===== src/rtl/core/assert_macros.svh =====
// shared assertion wrappers, clocked on clk and quiet during reset
`ifndef ASSERT_MACROS_SVH
`define ASSERT_MACROS_SVH

`define BAS_ASSERT(lbl, prop, msg) \
    lbl: assert property (@(posedge clk) disable iff (!rst_n) (prop)) \
        else $error(msg);

`define BAS_ASSERT_NEVER(lbl, expr, msg) \
    lbl: assert property (@(posedge clk) disable iff (!rst_n) !(expr)) \
        else $error(msg);

`endif


===== src/rtl/core/bas_pkg.sv =====
`default_nettype none

package bas_pkg;

    typedef enum logic [1:0] {
        OP_TICK  = 2'd0,
        OP_BEEP  = 2'd1,
        OP_STOP  = 2'd2,
        OP_ALARM = 2'd3
    } bas_op_t;

    localparam logic [1:0] CFG_ALARM_TONE = 2'd0;
    localparam logic [1:0] CFG_ALARM_ON   = 2'd1;
    localparam logic [1:0] CFG_ALARM_OFF  = 2'd2;

    localparam logic [15:0] ALARM_TONE_RESET = 16'd2000;
    localparam logic [15:0] ALARM_ON_RESET   = 16'd80;
    localparam logic [15:0] ALARM_OFF_RESET  = 16'd120;

    typedef struct packed {
        logic [15:0] alarm_tone_hz;
        logic [15:0] alarm_on_ms;
        logic [15:0] alarm_off_ms;
    } bas_cfg_t;

    typedef struct packed {
        logic [1:0]  operation;
        logic [15:0] tone_hz;
        logic [15:0] beep_ms;
        logic [7:0]  burst_count;
    } bas_cmd_t;

    typedef struct packed {
        logic [31:0] time_now;
        logic        beep_running;
        logic        beep_timed;
        logic [31:0] beep_deadline;
        logic [7:0]  bursts_wanted;
        logic [7:0]  bursts_done;
        logic [31:0] burst_deadline;
        logic        burst_phase_on;
        logic        drive_on;
        logic [15:0] drive_hz;
    } bas_state_t;

endpackage

`default_nettype wire


===== src/rtl/core/bas_cmd_if.sv =====
`default_nettype none

interface bas_cmd_if;
    logic        valid;
    logic        ready;
    logic [1:0]  operation;
    logic [15:0] tone_hz;
    logic [15:0] beep_ms;
    logic [7:0]  burst_count;

    modport source (output valid, operation, tone_hz, beep_ms, burst_count, input ready);
    modport sink   (input valid, operation, tone_hz, beep_ms, burst_count, output ready);
endinterface

`default_nettype wire


===== src/rtl/core/bas_res_if.sv =====
`default_nettype none

interface bas_res_if;
    logic        valid;
    logic        ready;
    logic        sound_on;
    logic [15:0] sound_hz;
    logic        alarm_busy;

    modport source (output valid, sound_on, sound_hz, alarm_busy, input ready);
    modport sink   (input valid, sound_on, sound_hz, alarm_busy, output ready);
endinterface

`default_nettype wire


===== src/rtl/core/bas_update.sv =====
`default_nettype none

module bas_update (
    input  wire bas_pkg::bas_state_t cur,
    input  wire bas_pkg::bas_cfg_t   cfg,
    input  wire bas_pkg::bas_cmd_t   cmd,
    output bas_pkg::bas_state_t      nxt
);

    logic [31:0] now;
    logic        beep_due;
    logic        alarm_run;
    logic        burst_due;

    assign now       = cur.time_now + 32'd1;
    assign beep_due  = cur.beep_running && cur.beep_timed && (now >= cur.beep_deadline)
                       && (cur.bursts_wanted == 8'd0);
    assign alarm_run = (cur.bursts_wanted != 8'd0) && (cur.bursts_done < cur.bursts_wanted);
    assign burst_due = now >= cur.burst_deadline;

    always_comb
    begin
        nxt = cur;
        unique case (cmd.operation)
            bas_pkg::OP_TICK:
            begin
                nxt.time_now = now;
                if (beep_due || (!alarm_run && cur.bursts_wanted != 8'd0))
                begin
                    nxt.drive_on      = 1'b0;
                    nxt.beep_running  = 1'b0;
                    nxt.beep_timed    = 1'b0;
                    nxt.beep_deadline = 32'd0;
                    nxt.bursts_wanted = 8'd0;
                end
                else if (alarm_run && burst_due)
                begin
                    if (cur.burst_phase_on)
                    begin
                        nxt.drive_hz       = cfg.alarm_tone_hz;
                        nxt.drive_on       = 1'b1;
                        nxt.burst_deadline = now + {16'd0, cfg.alarm_on_ms};
                    end
                    else
                    begin
                        nxt.drive_on       = 1'b0;
                        nxt.burst_deadline = now + {16'd0, cfg.alarm_off_ms};
                        nxt.bursts_done    = cur.bursts_done + 8'd1;
                    end
                    nxt.burst_phase_on = !cur.burst_phase_on;
                end
            end
            bas_pkg::OP_BEEP:
            begin
                nxt.drive_hz      = cmd.tone_hz;
                nxt.drive_on      = 1'b1;
                nxt.beep_running  = 1'b1;
                nxt.beep_timed    = cmd.beep_ms != 16'd0;
                // an untimed beep carries no deadline
                nxt.beep_deadline = (cmd.beep_ms != 16'd0)
                                    ? cur.time_now + {16'd0, cmd.beep_ms} : 32'd0;
                nxt.bursts_wanted = 8'd0;
            end
            bas_pkg::OP_STOP:
            begin
                nxt.drive_on      = 1'b0;
                nxt.beep_running  = 1'b0;
                nxt.beep_timed    = 1'b0;
                nxt.beep_deadline = 32'd0;
                nxt.bursts_wanted = 8'd0;
            end
            bas_pkg::OP_ALARM:
            begin
                nxt.bursts_wanted  = cmd.burst_count;
                nxt.bursts_done    = 8'd0;
                nxt.burst_deadline = cur.time_now;
                nxt.burst_phase_on = 1'b1;
                nxt.drive_hz       = cfg.alarm_tone_hz;
                nxt.drive_on       = 1'b1;
            end
            default:
            begin
                nxt = cur;
            end
        endcase
    end

endmodule

`default_nettype wire


===== src/rtl/core/beep_and_alarm_sequencer.sv =====
`default_nettype none
`include "assert_macros.svh"

// Buzzer sequencer: each word on cmd is a 1 ms tick or a beep, stop or alarm
// command, and each gives exactly one word on res with the buzzer drive after
// it. One word is taken every clock unless res stalls; a word passes the input
// register, then the result register, and the sustained rate of one per cycle
// is set by the loop from the state registers through the update logic back to them.
// The user writes the alarm registers via cfg_wr_en / cfg_index / cfg_data only
// while no word is in flight, which the block does not enforce; index 3 is ignored.
module beep_and_alarm_sequencer (
    input  wire logic        clk,
    input  wire logic        rst_n,
    input  wire logic        cfg_wr_en,
    input  wire logic [1:0]  cfg_index,
    input  wire logic [15:0] cfg_data,
    bas_cmd_if.sink          cmd,
    bas_res_if.source        res
);

    bas_pkg::bas_cfg_t   cfg_reg;
    bas_pkg::bas_state_t state_reg;
    bas_pkg::bas_state_t state_next;
    bas_pkg::bas_cmd_t   in_word_reg;
    logic                in_valid_reg;
    logic                res_valid_reg;
    logic                res_sound_on_reg;
    logic [15:0]         res_sound_hz_reg;
    logic                res_alarm_busy_reg;
    logic                fire;

    assign fire      = in_valid_reg && (!res_valid_reg || res.ready);
    assign cmd.ready = !in_valid_reg || fire;

    always_ff @(posedge clk or negedge rst_n)
    begin
        if (!rst_n)
        begin
            cfg_reg.alarm_tone_hz <= bas_pkg::ALARM_TONE_RESET;
            cfg_reg.alarm_on_ms   <= bas_pkg::ALARM_ON_RESET;
            cfg_reg.alarm_off_ms  <= bas_pkg::ALARM_OFF_RESET;
        end
        else if (cfg_wr_en)
        begin
            unique case (cfg_index)
                bas_pkg::CFG_ALARM_TONE: cfg_reg.alarm_tone_hz <= cfg_data;
                bas_pkg::CFG_ALARM_ON:   cfg_reg.alarm_on_ms   <= cfg_data;
                bas_pkg::CFG_ALARM_OFF:  cfg_reg.alarm_off_ms  <= cfg_data;
                default:                 cfg_reg <= cfg_reg;
            endcase
        end
    end

    // input register
    always_ff @(posedge clk or negedge rst_n)
    begin
        if (!rst_n)
        begin
            in_valid_reg <= 1'b0;
        end
        else if (cmd.ready)
        begin
            in_valid_reg <= cmd.valid;
        end
    end

    always_ff @(posedge clk)
    begin
        if (cmd.valid && cmd.ready)
        begin
            in_word_reg.operation   <= cmd.operation;
            in_word_reg.tone_hz     <= cmd.tone_hz;
            in_word_reg.beep_ms     <= cmd.beep_ms;
            in_word_reg.burst_count <= cmd.burst_count;
        end
    end

    bas_update u_update (
        .cur (state_reg),
        .cfg (cfg_reg),
        .cmd (in_word_reg),
        .nxt (state_next)
    );

    always_ff @(posedge clk or negedge rst_n)
    begin
        if (!rst_n)
        begin
            state_reg <= '0;
        end
        else if (fire)
        begin
            state_reg <= state_next;
        end
    end

    // result register
    always_ff @(posedge clk or negedge rst_n)
    begin
        if (!rst_n)
        begin
            res_valid_reg <= 1'b0;
        end
        else if (fire)
        begin
            res_valid_reg <= 1'b1;
        end
        else if (res.ready)
        begin
            res_valid_reg <= 1'b0;
        end
    end

    always_ff @(posedge clk)
    begin
        if (fire)
        begin
            res_sound_on_reg   <= state_next.drive_on;
            res_sound_hz_reg   <= state_next.drive_hz;
            res_alarm_busy_reg <= (state_next.bursts_wanted != 8'd0)
                                  && (state_next.bursts_done < state_next.bursts_wanted);
        end
    end

    assign res.valid      = res_valid_reg;
    assign res.sound_on   = res_sound_on_reg;
    assign res.sound_hz   = res_sound_hz_reg;
    assign res.alarm_busy = res_alarm_busy_reg;

    `BAS_ASSERT(a_burst_count_bound, (state_reg.bursts_wanted != 8'd0) |-> (state_reg.bursts_done <= state_reg.bursts_wanted), "bursts done beyond bursts wanted")
    `BAS_ASSERT_NEVER(a_timed_needs_beep, state_reg.beep_timed && !state_reg.beep_running, "timed beep without a running beep")
    `BAS_ASSERT(a_time_on_tick_only, (fire && (in_word_reg.operation != bas_pkg::OP_TICK)) |=> $stable(state_reg.time_now), "time moved on a command")

endmodule

`default_nettype wire

===== src/flat_wrapper.sv =====
// flat-port wrapper written by rule: the top's interface ports become plain ports
module beep_and_alarm_sequencer_flat 
  (clk, rst_n, cfg_wr_en, cfg_index, cfg_data, cmd_valid, cmd_operation, cmd_tone_hz, cmd_beep_ms, cmd_burst_count, cmd_ready, res_valid, res_sound_on, res_sound_hz, res_alarm_busy, res_ready);
  bas_cmd_if cmd_i ();
  bas_res_if res_i ();
  input  wire logic clk;
  input  wire logic rst_n;
  input  wire logic cfg_wr_en;
  input  wire logic [1:0] cfg_index;
  input  wire logic [15:0] cfg_data;
  input wire logic [$bits(cmd_i.valid)-1:0] cmd_valid;
  input wire logic [$bits(cmd_i.operation)-1:0] cmd_operation;
  input wire logic [$bits(cmd_i.tone_hz)-1:0] cmd_tone_hz;
  input wire logic [$bits(cmd_i.beep_ms)-1:0] cmd_beep_ms;
  input wire logic [$bits(cmd_i.burst_count)-1:0] cmd_burst_count;
  output wire logic [$bits(cmd_i.ready)-1:0] cmd_ready;
  output wire logic [$bits(res_i.valid)-1:0] res_valid;
  output wire logic [$bits(res_i.sound_on)-1:0] res_sound_on;
  output wire logic [$bits(res_i.sound_hz)-1:0] res_sound_hz;
  output wire logic [$bits(res_i.alarm_busy)-1:0] res_alarm_busy;
  input wire logic [$bits(res_i.ready)-1:0] res_ready;
  assign cmd_i.valid = cmd_valid;
  assign cmd_i.operation = cmd_operation;
  assign cmd_i.tone_hz = cmd_tone_hz;
  assign cmd_i.beep_ms = cmd_beep_ms;
  assign cmd_i.burst_count = cmd_burst_count;
  assign cmd_ready = cmd_i.ready;
  assign res_valid = res_i.valid;
  assign res_sound_on = res_i.sound_on;
  assign res_sound_hz = res_i.sound_hz;
  assign res_alarm_busy = res_i.alarm_busy;
  assign res_i.ready = res_ready;
  beep_and_alarm_sequencer u_core (.clk(clk), .rst_n(rst_n), .cfg_wr_en(cfg_wr_en), .cfg_index(cfg_index), .cfg_data(cfg_data), .cmd(cmd_i), .res(res_i));
endmodule

===== config.mk =====
export PLATFORM = sky130hd
export DESIGN_NAME = beep_and_alarm_sequencer_flat
export DESIGN_NICKNAME = d
export VERILOG_FILES = /design/src/rtl/core/bas_pkg.sv /design/src/rtl/core/bas_cmd_if.sv /design/src/rtl/core/bas_res_if.sv /design/src/rtl/core/bas_update.sv /design/src/rtl/core/beep_and_alarm_sequencer.sv /design/src/flat_wrapper.sv
export VERILOG_INCLUDE_DIRS = /design/src /design/src/rtl/core
export SDC_FILE = /design/constraint.sdc
export NUM_CORES = 1
export LEC_CHECK = 0
export BUFFER_PORTS_ARGS = -buffer_cell sky130_fd_sc_hd__clkbuf_2
export CAP_MARGIN = 20
export CORE_AREA = 8 8 266 140
export DETAILED_ROUTE_END_ITERATION = 6
export DIE_AREA = 0 0 274 148
export PLACE_DENSITY = 0.68
export REMOVE_ABC_BUFFERS = 1
export SYNTH_ARGS = -nofsm -noshare
export SYNTH_HDL_FRONTEND = slang
export SYNTH_SLANG_ARGS = --single-unit

===== constraint.sdc =====
create_clock -name clk -period 10.5 [get_ports clk]
set_clock_uncertainty 0.05 [all_clocks]
set_input_delay 2.625 -clock clk [delete_from_list [all_inputs] [get_ports clk]]
set_output_delay 2.625 -clock clk [all_outputs]
set_load 0.05 [all_outputs]

Word-level counts from Yosys, hierarchy flattened:

Index checks and enable logic that the tools add are counted.

* bits in registers: 242
* input bits: 65
* output and inout port bits: 20
* word-level logic and storage cells: 89

* add/sub/neg operators: 5
* magnitude comparators: 4
* equality and inequality tests: 8
* muxes and demuxes: 17
* reduce and logical (&&, ||, !) cells: 33

Operators by type and width (count)
* one-hot mux 34 bit (3 select lines): 1
* adder 32 x 16 -> 32 bit: 3
* one-hot mux 41 bit (2 select lines): 1
* >= comparator 32 bit: 2
* two-way mux 32 bit: 2
* two-way mux 58 bit: 1
* one-hot mux 16 bit (3 select lines): 1
* two-way mux 42 bit: 1
* two-way mux 41 bit: 1
* adder 32 x 1 -> 32 bit (second input constant): 1
* two-way mux 16 bit: 2
* one-hot mux 8 bit (3 select lines): 1
* less-than comparator 8 bit: 2
* nonzero test 16 bit: 1
* nonzero test 8 bit: 2
* logical AND 1 bit: 9
* adder 8 x 1 -> 8 bit (second input constant): 1
* zero test 8 bit: 1
* two-way mux 8 bit: 1
* AND reduction 2 bit: 4
* == test 2 bit (second input constant): 3
* inequality test 2 bit (second input constant): 3
* == test 2 x 1 -> 1 bit (second input constant): 2
* zero test 1 bit: 4
* other kinds (9): 17

Depth between registers and ports, before layout:

Gate-level depths: netlist (run 1).

* depth in word-level cells: 9
* mapped depth: 25
* gate-level depth less buffers: 22

Modules after synthesis:

From an unflattened synthesis (run 1), not the netlist that was laid out.

* cells, all modules: 1552
* area, all modules: 16500.8 um^2

Modules (own cells, without submodules)
* beep_and_alarm_sequencer: times used 1, cells an instance 476, area an instance 9130.0 um^2, sequential area each 6371.1 um^2
* bas_update: times used 1, cells an instance 1076, area an instance 7370.8 um^2, sequential area each 0.0 um^2

Worst setup path after synthesis (run 1):

OpenSTA, ideal clock, no wires.

* path type: input -> output
* from: input port res_ready
* to: output port cmd_ready
* data arrival time: 3108 ps
* data required time: 7825 ps
* path slack: 4717 ps
* stages on the path: 1
* buffers on the path: 0
* path through: nand3b_1

* cells in the longest elaborated chain, start to end: 3

RTL lines
* start: declaration: RTL line flat_wrapper.sv:21 `input wire logic [$bits(res_i.ready)-1:0] res_ready;`
* logical OR 1 bit: RTL line beep_and_alarm_sequencer.sv:32 `assign fire = in_valid_reg && (!res_valid_reg || res.ready);`
* logical AND 1 bit: RTL line beep_and_alarm_sequencer.sv:32
* logical OR 1 bit: RTL line beep_and_alarm_sequencer.sv:33 `assign cmd.ready = !in_valid_reg || fire;`
* end: declaration: RTL line flat_wrapper.sv:16 `output wire logic [$bits(cmd_i.ready)-1:0] cmd_ready;`

Every way passes these cells.

Worst setup path in the final report (run 1):

* from: register u_core.state_reg[100] (netlist name)
* to: register u_core.res_alarm_busy_reg, in the netlist u_core.res.alarm_busy (data pin)

* cells in the longest elaborated chain, start to end: 9
* elaborated cells on any way between the ends: 15
* classes of those cells: add/sub (1); order compare (3); mux (5); reduce/logical (6)

RTL lines
* start: declaration: RTL line beep_and_alarm_sequencer.sv:22 `bas_pkg::bas_state_t state_reg;`
* start signal: assignment: RTL line beep_and_alarm_sequencer.sv:93 `state_reg <= state_next;`
* adder 32 x 1 -> 32 bit (*): RTL line bas_update.sv:15 `assign now = cur.time_now + 32'd1;`
* via u_core.u_update.now[26]: RTL line bas_update.sv:10 `logic [31:0] now;`
* >= comparator 32 bit: RTL line bas_update.sv:16 `assign beep_due = cur.beep_running && cur.beep_timed && (now >= cur.beep_deadline)`
* logical AND 1 bit: RTL line bas_update.sv:16
* logical AND 1 bit: RTL line bas_update.sv:17 `&& (cur.bursts_wanted == 8'd0);`
* logical OR 1 bit: RTL line bas_update.sv:28 `if (beep_due || (!alarm_run && cur.bursts_wanted != 8'd0))`
* two-way mux 42 bit / two-way mux 41 bit (equally long branches): RTL line bas_update.sv:28
* one-hot mux 8 bit (3 select lines) / one-hot mux 41 bit (2 select lines) (equally long branches): RTL line bas_update.sv:24 `unique case (cmd.operation)`
* less-than comparator 8 bit / nonzero test 8 bit (equally long branches): RTL line beep_and_alarm_sequencer.sv:121, beep_and_alarm_sequencer.sv:120
* logical AND 1 bit (*): RTL line beep_and_alarm_sequencer.sv:121 `&& (state_next.bursts_done < state_next.bursts_wanted);`
* end signal: assignment: RTL line beep_and_alarm_sequencer.sv:120 `res_alarm_busy_reg <= (state_next.bursts_wanted != 8'd0)`
* end: declaration: RTL line beep_and_alarm_sequencer.sv:29 `logic res_alarm_busy_reg;`

Mark *: on every way through the listed nets, which the timed path passes. The rest lies on a longest branch. The select of a mux whose other input is x is not followed.
A chain may end at the register's enable or synchronous reset.

==> impl_results.md, run 1 <==
* Die Y-Extent at about 150 um
* GRT Total Usage at around a fifth
* Die width at about 270 um
* CP Launch Type: flop
* Number of failing hold endpoints at the final stage at 0
* Core area at 33630 um^2
* Fmax at 0.1499 GHz
* Max reg flops at roughly 130
* Fillers at 3072
* Via count at between 10000 and 15000
* Count of buffers from port buffering at 84
* Final Critical Period at 6.669 ns
* Wire per inst at 21.51 um
* CTS Buf Count at 25
* PD cells at about 190 nW/um^2
* MaxCap Viol Count at 0
* Pre-Repair DR Iteration Count at 5
* First-pass GRT wire length at 69320 um
* Antenna violations before repair at 0
* Via/cell ratio at 6.083
* Sum of negative setup slack at 0 ns
* Synth Flop Type: dfrtp_1
* Slowest stage cell, crit path: o31ai_1
* Critical path class: flop to flop
* ANT cells at 0
* Crit path max fanout at 11
* Placer Congestion at 0.9145
* FF+latch count, synth at 242
* Layout net count at 1751
* Number of synthesized flops with an enable pin at 60
* Setup bufs post-CTS at 0
* Insertion delay to the later sink of the worst-skew pair at 0.56 ns
* Num rows at 48
* # placed instances at between 1500 and 2000
* Post-synth top area share at 28.04%
* Seq/Total Area, Yosys at 41.99%
* Hold Path Class: flop to flop
* Maximum VDD drop at 0.0001320 V
* Sink Count at between 200 and 250
* Mapped cell area at approximately 15000 um^2
* GRT overflow at 0
* Largest family of logic cells by synthesized area: compound AO/OA/AOI/OAI gates
* Root buf cell: clkbuf_16
* Max-slew headroom at 24.41%
* Critical Path RT at 10.86 ns
* Largest net degree at the start of global routing at 102
* Async SR Flop Fraction at between 70 and 80%
* Clk slew on worst S/H paths at 0.07 ns
* Htree depth at 1
* Ports at 85
* Compound-Gate Fraction of Synth Area at a little under 20%
* Syn Area/Cell at between 10 and 15 um^2
* Synth Area in Adders at 9.912%
* RSZ-0062 raised after global routing: false
* Worst path arrival time at around 7.0 ns
* Iteration-0 DRC Markers at 1242
* Post-CTS Resized at 0
* Post-synth top area cell: dfrtp_1
* TritonCTS clock tree: built
* Status: complete, no violations
* Die area at 40550 um^2
* Total power at 3.148 mW
* Ranking of synthesized cells by area: dfrtp_1, edfxtp_1, ha_1
* Area Overhead vs Synth at 11.47%
* Final ANT Viol Nets at 0
* Synth cell types at between 70 and 80
* Final setup violation count at 0
* Simple-gate portion of the synthesized area at 13.17%
* Slew Limit Fails at 0
* Detailed Place HPWL at approximately 32000 um
* Vias in the first global route at about 12000
* Fin crit share at between 60% and 70%
* DRC at 0
* Non-filler instance count after layout at around 2000
* CP endpoint kind: flop
* Final WL at 43790 um
* Cts hold-fix bufs at 0
* Clock buffer depth at 3
* Layout cells sized above 1 at 15.07%
* Multiplexer share of the synthesized area at 5.022%
* Yosys warns at 0
* Slew @ Worst Pin at 1.124 ns
* Synth Area in XOR/XNOR at 6.168%
* Starting Density at 45.12%
* Most used cell along the critical path: ha_1
* Peak per-stage delay on the critical path at around 1.0 ns
* Leak at 7.372 nW
* Mapped Cells at ~1500
* Critical-path cell list: ha_1 -> and3_1 -> nand4_1 -> nor2_1 -> xnor2_1 -> inv_1 -> ha_1 -> nand4_1 -> a21oi_1 -> a2111oi_0 -> o21ai_0 -> o31ai_1 -> a22oi_1 -> ha_1 -> a21o_1 -> a21o_1 -> a21oi_1 -> o21ai_0 -> or3_1 -> o22ai_1
[cells by family (layout without fill, tap and decap cells)]
kind of cell / after synthesis / after routing
flip-flops: 242 / 242
adder cells (fa/ha/maj): 119 / 119
buffers and inverters: 167 / 242
multiplexers: 68 / 68
AND/OR/NAND/NOR: 380 / 380
XOR/XNOR: 106 / 106
AO/OA/AOI/OAI: 429 / 429
[through the flow]
| step | area [um^2] | hold WS, ns | utilization (%) | worst slack [ns] |
|---|---|---|---|---|
| 2_1_floorplan | 14850 | 0.3985 | - | 4.611 |
| 3_3_place_gp | 15990 | 0.4136 | 47.54 | 4.428 |
| 3_5_place_dp | 16000 | 0.4174 | 47.57 | 4.102 |
| 4_1_cts | 16860 | 0.4303 | 50.13 | 4.054 |
| 5_1_grt | 16910 | 0.4650 | 50.29 | 3.490 |
| 6_report | 16910 | 0.4338 | 50.29 | 3.831 |
[power by group]
group          switching, mW  internal, mW  total (mW)
combinational          0.581         0.404       0.985
sequential             0.106          1.11        1.22
clock                  0.411         0.537       0.947
[final cells by class]
cell class / instances / area, um^2 / area share, %
Timing Repair Buffer: 102 / 605.6 / 3.580
Inverter: 94 / 352.8 / 2.086
Multi-Input combinational cell: 1102 / 8159 / 48.24
Clock inverter: 8 / 95.09 / 0.5622
Clock buffer: 38 / 767.0 / 4.535
Sequential cell: 242 / 6371 / 37.67
Tap cell: 450 / 563.0 / 3.329
[layout by cell type (no fill, tap or decap), types with 19 or more instances in the layout]
| cell | Yosys | routed |
|---|---|---|
| nand3_1 | 34 | 34 |
| nand4_1 | 25 | 25 |
| a21oi_1 | 90 | 90 |
| xor2_1 | 51 | 51 |
| edfxtp_1 | 60 | 60 |
| clkbuf_16 | 0 | 28 |
| a22o_1 | 36 | 36 |
| a22oi_1 | 24 | 24 |
| dfrtp_1 | 170 | 170 |
| o21ai_0 | 104 | 104 |
| nor2_1 | 83 | 82 |
| clkbuf_2 | 2 | 83 |
| nand2_1 | 84 | 84 |
| mux2_2 | 65 | 65 |
| nand2b_1 | 19 | 19 |
| ha_1 | 117 | 117 |
| inv_1 | 94 | 94 |
| nor4_1 | 20 | 20 |
| a21o_1 | 24 | 24 |
| xnor2_1 | 54 | 54 |
| a2bb2oi_1 | 33 | 33 |
[synth_stat cells (18+ instances only)]
master     number
edfxtp_1       60
xnor2_1        54
a221oi_1       18
nor4_1         20
a21o_1         24
nand2_1        84
nand3_1        34
xor2_1         51
a2bb2oi_1      33
and3_1         18
ha_1          117
o21ai_0       104
mux2_2         65
a21oi_1        90
nand2b_1       19
a22oi_1        24
inv_1          94
nand4_1        25
a22o_1         36
nor2_1         83
clkbuf_1       47
dfrtp_1       170
[path summary, 6_finish.rpt]
kind | slack, ns | cells after the start | startpoint | to
max | 3.83 | 20 | u_core.state_reg[100] | u_core.res.alarm_busy
min | 0.43 | 1 | u_core.state_reg[80] | u_core.state_reg[80]
max reg2reg | 3.83 | 20 | u_core.state_reg[100] | u_core.res.alarm_busy
min reg2reg | 0.43 | 1 | u_core.state_reg[80] | u_core.state_reg[80]
max in group asynchronous | 6.87 | 3 | rst_n | u_core.cfg_reg[3]
min in group asynchronous | 2.14 | 1 | rst_n | u_core.state_reg[92]
[per-layer routing]
| layer | share of wire [%] | GRT usage [%] |
|---|---|---|
| met5 | 0 | 0 |
| met1 | 49 | 32.79 |
| met3 | 8.2 | 4.483 |
| met2 | 41 | 29.83 |
| met4 | 1.5 | 4.094 |
[worst max-delay path, delay by kind of cell, from the launching register on]
family,cells,cell delay [ns]
AOI/OAI and AO/OA,10,2.75
and+or+nand+nor,5,1.78
adders and majority gates,3,0.98
DFF,1,0.53
xor gates and xnor gates,1,0.28
buffers and inverters,1,0.15
Note: power is estimated with default switching activity, not from simulation.
==> inputs of run 2 (changes only) <==
--- a/config.mk
+++ b/config.mk
@@ -11,7 +11,7 @@
 export CORE_AREA = 8 8 266 140
 export DETAILED_ROUTE_END_ITERATION = 6
 export DIE_AREA = 0 0 274 148
-export PLACE_DENSITY = 0.68
+export PLACE_DENSITY = 0.71
 export REMOVE_ABC_BUFFERS = 1
 export SYNTH_ARGS = -nofsm -noshare
 export SYNTH_HDL_FRONTEND = slang
==> constraint.sdc (replaced) <==
create_clock -name clk -period 5.4 [get_ports clk]
set_clock_uncertainty 0.05 [all_clocks]
set_input_delay 1.35 -clock clk [delete_from_list [all_inputs] [get_ports clk]]
set_output_delay 1.35 -clock clk [all_outputs]
set_load 0.05 [all_outputs]
==> impl_results.md, run 2 (synthesis results as in run 1) <==
* Die area at 40550 um^2
* Fin crit share at 96.19%
* Layout cells sized above 1 at between 10% and 20%
* Iteration-0 DRC Markers at around 1300
* Max reg flops at 132
* Hold Path Class: flop to flop
* Die width at around 270 um
* Post-layout worst setup margin at 0.2055 ns
* TritonCTS clock tree: built
* # placed instances at 2050
* Switching share of power at around a third
* Placer Congestion at approximately 0.94
* First-pass GRT wire length at 70840 um
* Starting Density at 45.12%
* Slowest stage cell, crit path: or3_4
* Design Area, Final at 17480 um^2
* Leading cell type in the layout, fill and taps excluded: dfrtp_1
* GRT Total Usage at 21.78%
* Slew @ Worst Pin at 1.053 ns
* Number of failing hold endpoints at the final stage at 0
* Detailed Place HPWL at 33760 um
* Core area at 33630 um^2
* Root buf cell: clkbuf_16
* Critical-path cell list: ha_2 -> nand3_1 -> or3_4 -> nor2_2 -> xnor2_2 -> ha_1 -> o21ai_0 -> o21ai_1 -> a211o_1 -> a211o_1 -> a21o_1 -> buf_4 -> nand4b_1 -> a21boi_0 -> o21ai_0 -> ha_1 -> a21o_1 -> a21oi_1 -> nand2_1 -> or3_1 -> o22ai_1
* Commonest non-fill, non-tap cells in the layout: dfrtp_1, ha_1, o21ai_0
* Final ANT Viol Nets at 0
* Pre-CTS WS at -0.1981 ns
* Fin util at 51.96%
* Htree depth at 1
* Cell internal pwr at 4.046 mW
* Num rows at 48
* R2r startpoint: u_core.state_reg[101]
* Sequential Power Share at a little under two fifths
* Worst setup path start: u_core.state_reg[101]
* Cts hold-fix bufs at 0
* CTS Buf Count at 24
* Worst path arrival time at 5.54 ns
* Fmax at 0.1925 GHz
* Final WL at ~45000 um
* Psw at 2.140 mW
* CP endpoint kind: flop
* Status: complete, no violations
* Largest net degree at the start of global routing at 77
* Final setup violation count at 0
* Non-filler instance count after layout at between 2000 and 2500
* Critical Path RT at roughly 5.8 ns
* MaxCap Viol Count at 0
* Maximum VDD drop at 0.0003369 V
* Wire per inst at 21.59 um
* Max-slew headroom at between 20% and 30%
* Dpl cell area at around 16000 um^2
* Layout net count at 1812
* Final Critical Period at 5.194 ns
* Count of buffers from port buffering at 84
* Clk slew on worst S/H paths at 0.07 ns
* GRT overflow at 0
* Clock share of power at 29.8%
* Antenna violations before repair at 0
* Crit path max fanout at 11
* Leak at 7.707 nW
* Area Overhead vs Synth at 15.18%
* CP Launch Type: flop
* Worst reg2reg path endpoint: u_core.res.alarm_busy
* DRC at 0
* Die Y-Extent at 148 um
* Via count at 12807
* Worst-case reg-to-reg path depth at 21
* Slew Limit Fails at 0
* Ports at 85
* Insertion delay to the later sink of the worst-skew pair at 0.57 ns
* Sink Count at 242
* ANT cells at 0
* Worst hold slack at 0.4368 ns
* PD cells at 354.0 nW/um^2
* Clock buffer depth at 3
* Pre-Repair DR Iteration Count at 6
* Peak per-stage delay on the critical path at between 0.4 and 0.5 ns
* R2R Setup Slk at 0.21 ns
* Critical path class: flop to flop
* Vias in the first global route at 12379
* Via/cell ratio at 6.110
* Setup crit end: u_core.res.alarm_busy
* Combinational power share at 31.9%
run 2: worst min-delay path by stage:
| stage | startpoint | end | slack [ns] | cells after the start |
|---|---|---|---|---|
| after detailed placement | u_core.state_reg[36] | u_core.state_reg[36] | 0.42 | 2 |
| final | u_core.state_reg[23] | u_core.state_reg[23] | 0.44 | 2 |
| after CTS | u_core.state_reg[36] | u_core.state_reg[36] | 0.44 | 2 |
| after global routing | u_core.state_reg[36] | u_core.state_reg[36] | 0.44 | 2 |
| after global placement | u_core.state_reg[32] | u_core.state_reg[32] | 0.41 | 2 |
| after floorplan | u_core.state_reg[35] | u_core.state_reg[35] | 0.40 | 2 |
run 2: final cells by class:
type / instances / area (um^2)
sequential: 242 / 6379
clock buffer: 32 / 691.9
timing repair buffer: 164 / 1067
tap: 450 / 563.0
multi-input combinational: 1102 / 8254
fill: 3000 / 16160
clock inverter: 12 / 168.9
inverter: 94 / 352.8
run 2: through the flow:
stage                     power [mW]  TNS (ns)
after floorplan                3.674    -2.875
after global placement         4.241   -0.1953
after CTS                      6.165         0
final                          6.186         0
after detailed placement       4.314   -0.1981
after global routing           6.506  -0.03189
run 2: power by group through the flow:
stage | combinational, mW | clock (mW) | sequential (mW)
after floorplan | 1.25 | 0 | 2.43
after global placement | 1.87 | 0 | 2.38
after detailed placement | 1.92 | 0 | 2.39
after CTS | 1.94 | 1.87 | 2.36
after global routing | 2.17 | 1.94 | 2.39
final | 1.97 | 1.85 | 2.37
run 2: layer usage:
metal  global-route usage, %  routed length [um]  vias to the layer above
met1                   33.76               21900                     6343
li1                        -                   -                     5840
met4                   3.123                 557                        0
met5                       0                   0                        -
met3                   6.080                4541                       44
met2                   30.08               18250                      580
run 2: critical path: cells and delay by family (launching register included):
family | cells | cell delay, ns
AND/OR/NAND/NOR | 6 | 1.29
XOR/XNOR | 1 | 0.18
AO/OA/AOI/OAI | 10 | 2.09
adder cells (fa/ha/maj) | 3 | 0.80
flip-flops | 1 | 0.41
buffers and inverters | 1 | 0.20
run 2: repair_timing:
action                                  in CTS  in global routing
setup buffers                                0                  1
pin swaps                                    0                  2
gates resized for setup                      1                 23
endpoints found under the setup margin       1                  1
==> inputs of run 3 (changes only) <==
--- a/config.mk
+++ b/config.mk
@@ -8,9 +8,9 @@
 export LEC_CHECK = 0
 export BUFFER_PORTS_ARGS = -buffer_cell sky130_fd_sc_hd__clkbuf_2
 export CAP_MARGIN = 20
-export CORE_AREA = 8 8 266 140
+export CORE_AREA = 2 2 260 134
 export DETAILED_ROUTE_END_ITERATION = 6
-export DIE_AREA = 0 0 274 148
+export DIE_AREA = 0 0 262 136
 export PLACE_DENSITY = 0.71
 export REMOVE_ABC_BUFFERS = 1
 export SYNTH_ARGS = -nofsm -noshare
==> impl_results.md, run 3 (synthesis results as in run 1) <==
* Number of failing hold endpoints at the final stage at 0
* ANT cells at 0
* Hold Path Stages at 2
* Hold Path Class: flop to flop
* Via count at 12793
* First-pass GRT wire length at between 60000 and 70000 um
* Peak per-stage delay on the critical path at 0.39 ns
* Commonest non-fill, non-tap cells in the layout: dfrtp_1, ha_1, o21ai_0
* Core area at 33630 um^2
* # placed instances at 2052
* Wire length on met2 at roughly 18000 um
* Count of buffers from port buffering at 84
* Area Overhead vs Synth at 15.59%
* Die Y-Extent at 136 um
* Layout net count at 1822
* Total power at 6.091 mW
* CP Launch Type: flop
* Critical Path RT at 5.73 ns
* Design Area, Final at 17540 um^2
* Clock buffer depth at 3
* PD cells at 347.3 nW/um^2
* Uppermost routed layer: met4
* Critical path class: flop to flop
* Routed wl met3 at roughly 4100 um
* Fillers at ~3000
* Final ANT Viol Nets at 0
* Pre-Repair DR Iteration Count at 5
* Final setup violation count at 0
* Max reg flops at 132
* Worst hold endpoint: u_core.state_reg[22]
* Leak at 7.742 nW
* CP endpoint kind: flop
* Die width at 262 um
* Placer Congestion at between 0.9 and 1
* Htree depth at 1
* Clk slew on worst S/H paths at 0.07 ns
* CTS Buf Count at 24
* Dpl cell area at 16510 um^2
* Leading cell type in the layout, fill and taps excluded: dfrtp_1
* Insertion delay to the later sink of the worst-skew pair at 0.57 ns
* Largest net degree at the start of global routing at 117
* Slew @ Worst Pin at about 1.0 ns
* Hold Crit Start: u_core.state_reg[22]
* Status: complete, no violations
* Final Critical Period at 5.177 ns
* Maximum VDD drop at about 0.00030 V
* Non-filler instance count after layout at 2106
* Ports at between 80 and 90
* MaxCap Viol Count at 0
* Vias in the first global route at 12391
* Max-slew headroom at 29.44%
* Starting Density at 45.12%
* Num rows at 48
* Antenna violations before repair at 0
* Sum of negative setup slack at 0 ns
* Die area at 35630 um^2
* R2r startpoint: u_core.state_reg[100]
* Wire per inst at 21.11 um
* Detailed Place HPWL at 32960 um
* Worst path arrival time at about 5.5 ns
* TritonCTS clock tree: built
* GRT overflow at 0
* Most used cell along the critical path: a21o_1
* M1 WL at 21560 um
* Fin crit share at 95.87%
* GRT Total Usage at 25.17%
* Worst reg2reg path endpoint: u_core.res.alarm_busy
* DRC at 0
* Worst-case reg-to-reg path depth at 22
* Root buf cell: clkbuf_16
* Final WL at 44460 um
* Fmax at 0.1932 GHz
* Crit path max fanout at 7
* Sink Count at 242
* Iteration-0 DRC Markers at 1404
* R2R Setup Slk at 0.22 ns
* Layout cells sized above 1 at 20.35%
* Slew Limit Fails at 0
* Via/cell ratio at 6.075
* Critical-path cell list: ha_2 -> nand3_2 -> or3_4 -> nor2_1 -> xnor2_2 -> ha_1 -> o21ai_0 -> o21ai_2 -> a211o_1 -> a211o_4 -> a21o_4 -> nand2_1 -> buf_4 -> nor3_1 -> a21o_1 -> ha_1 -> a21o_1 -> a21o_1 -> a21oi_1 -> o21ai_1 -> or3_1 -> o22ai_1
* Slowest stage cell, crit path: or3_4
[run 3: changes by cell type in the layout (fill, tap and decap cells not counted), sizes merged]
cell	change
buf	+10
clkinvlp	-3
bufinv	-2
clkbuf	+2
clkinv	+2
inv	+1
[run 3: report_power, final]
group / switching, mW / total [mW] / internal [mW]
Clock: 0.777 / 1.69 / 0.910
Combinational: 1.19 / 2.05 / 0.858
Sequential: 0.197 / 2.35 / 2.16
Total: 2.17 / 6.09 / 3.92
[run 3: area by class of cell]
| type | instances | area (um^2) | area share, % |
|---|---|---|---|
| Clock buffer | 34 | 658.1 | 3.753 |
| Sequential cell | 242 | 6374 | 36.34 |
| Inverter | 94 | 352.8 | 2.012 |
| Clock inverter | 10 | 106.4 | 0.6064 |
| Tap cell | 450 | 563.0 | 3.210 |
| Timing Repair Buffer | 174 | 1155 | 6.585 |
| Multi-Input combinational cell | 1102 | 8329 | 47.49 |
[run 3: per-stage QoR]
| step | hold slack [ns] | util [%] | setup WS [ns] |
|---|---|---|---|
| final | 0.4336 | 52.15 | 0.2233 |
| after global routing | 0.4574 | 52.15 | -0.01378 |
| after CTS | 0.4349 | 51.40 | 0.02620 |
| after detailed placement | 0.4199 | 49.08 | -0.08758 |
| after global placement | 0.4133 | 49.08 | 0.08709 |
| after floorplan | 0.3985 | - | -0.2724 |
[run 3: what timing repair did]
action | in CTS | in global routing
gates resized for setup | 1 | 36
hold buffers | 0 | 0
pin swaps | 1 | 11
buffers inserted | 1 | 8
endpoints found under the setup margin | 1 | 1
[run 3: worst max path at each step]
stage                                from                     to  slack [ns]
floorplan           u_core.state_reg[101]   u_core.state_reg[30]       -0.27
global placement    u_core.state_reg[103]  u_core.res.alarm_busy        0.09
detailed placement  u_core.state_reg[103]  u_core.res.alarm_busy       -0.09
CTS                 u_core.state_reg[103]  u_core.res.alarm_busy        0.03
global route        u_core.state_reg[107]  u_core.res.alarm_busy       -0.01
finish              u_core.state_reg[100]  u_core.res.alarm_busy        0.22
[run 3: critical path, delay by kind of cell (launching register included)]
| family | cells | cell delay [ns] |
|---|---|---|
| DFF | 1 | 0.35 |
| buffers and inverters | 1 | 0.16 |
| and+or+nand+nor | 6 | 1.27 |
| adders and majority gates | 3 | 0.73 |
| xor gates and xnor gates | 1 | 0.20 |
| AOI/OAI and AO/OA | 11 | 2.21 |
[run 3: layer usage]
metal / vias up / track usage, %
li1: 5862 / -
met1: 6339 / 39.49
met2: 535 / 35.03
met3: 57 / 5.872
met4: 0 / 4.394
met5: - / 0
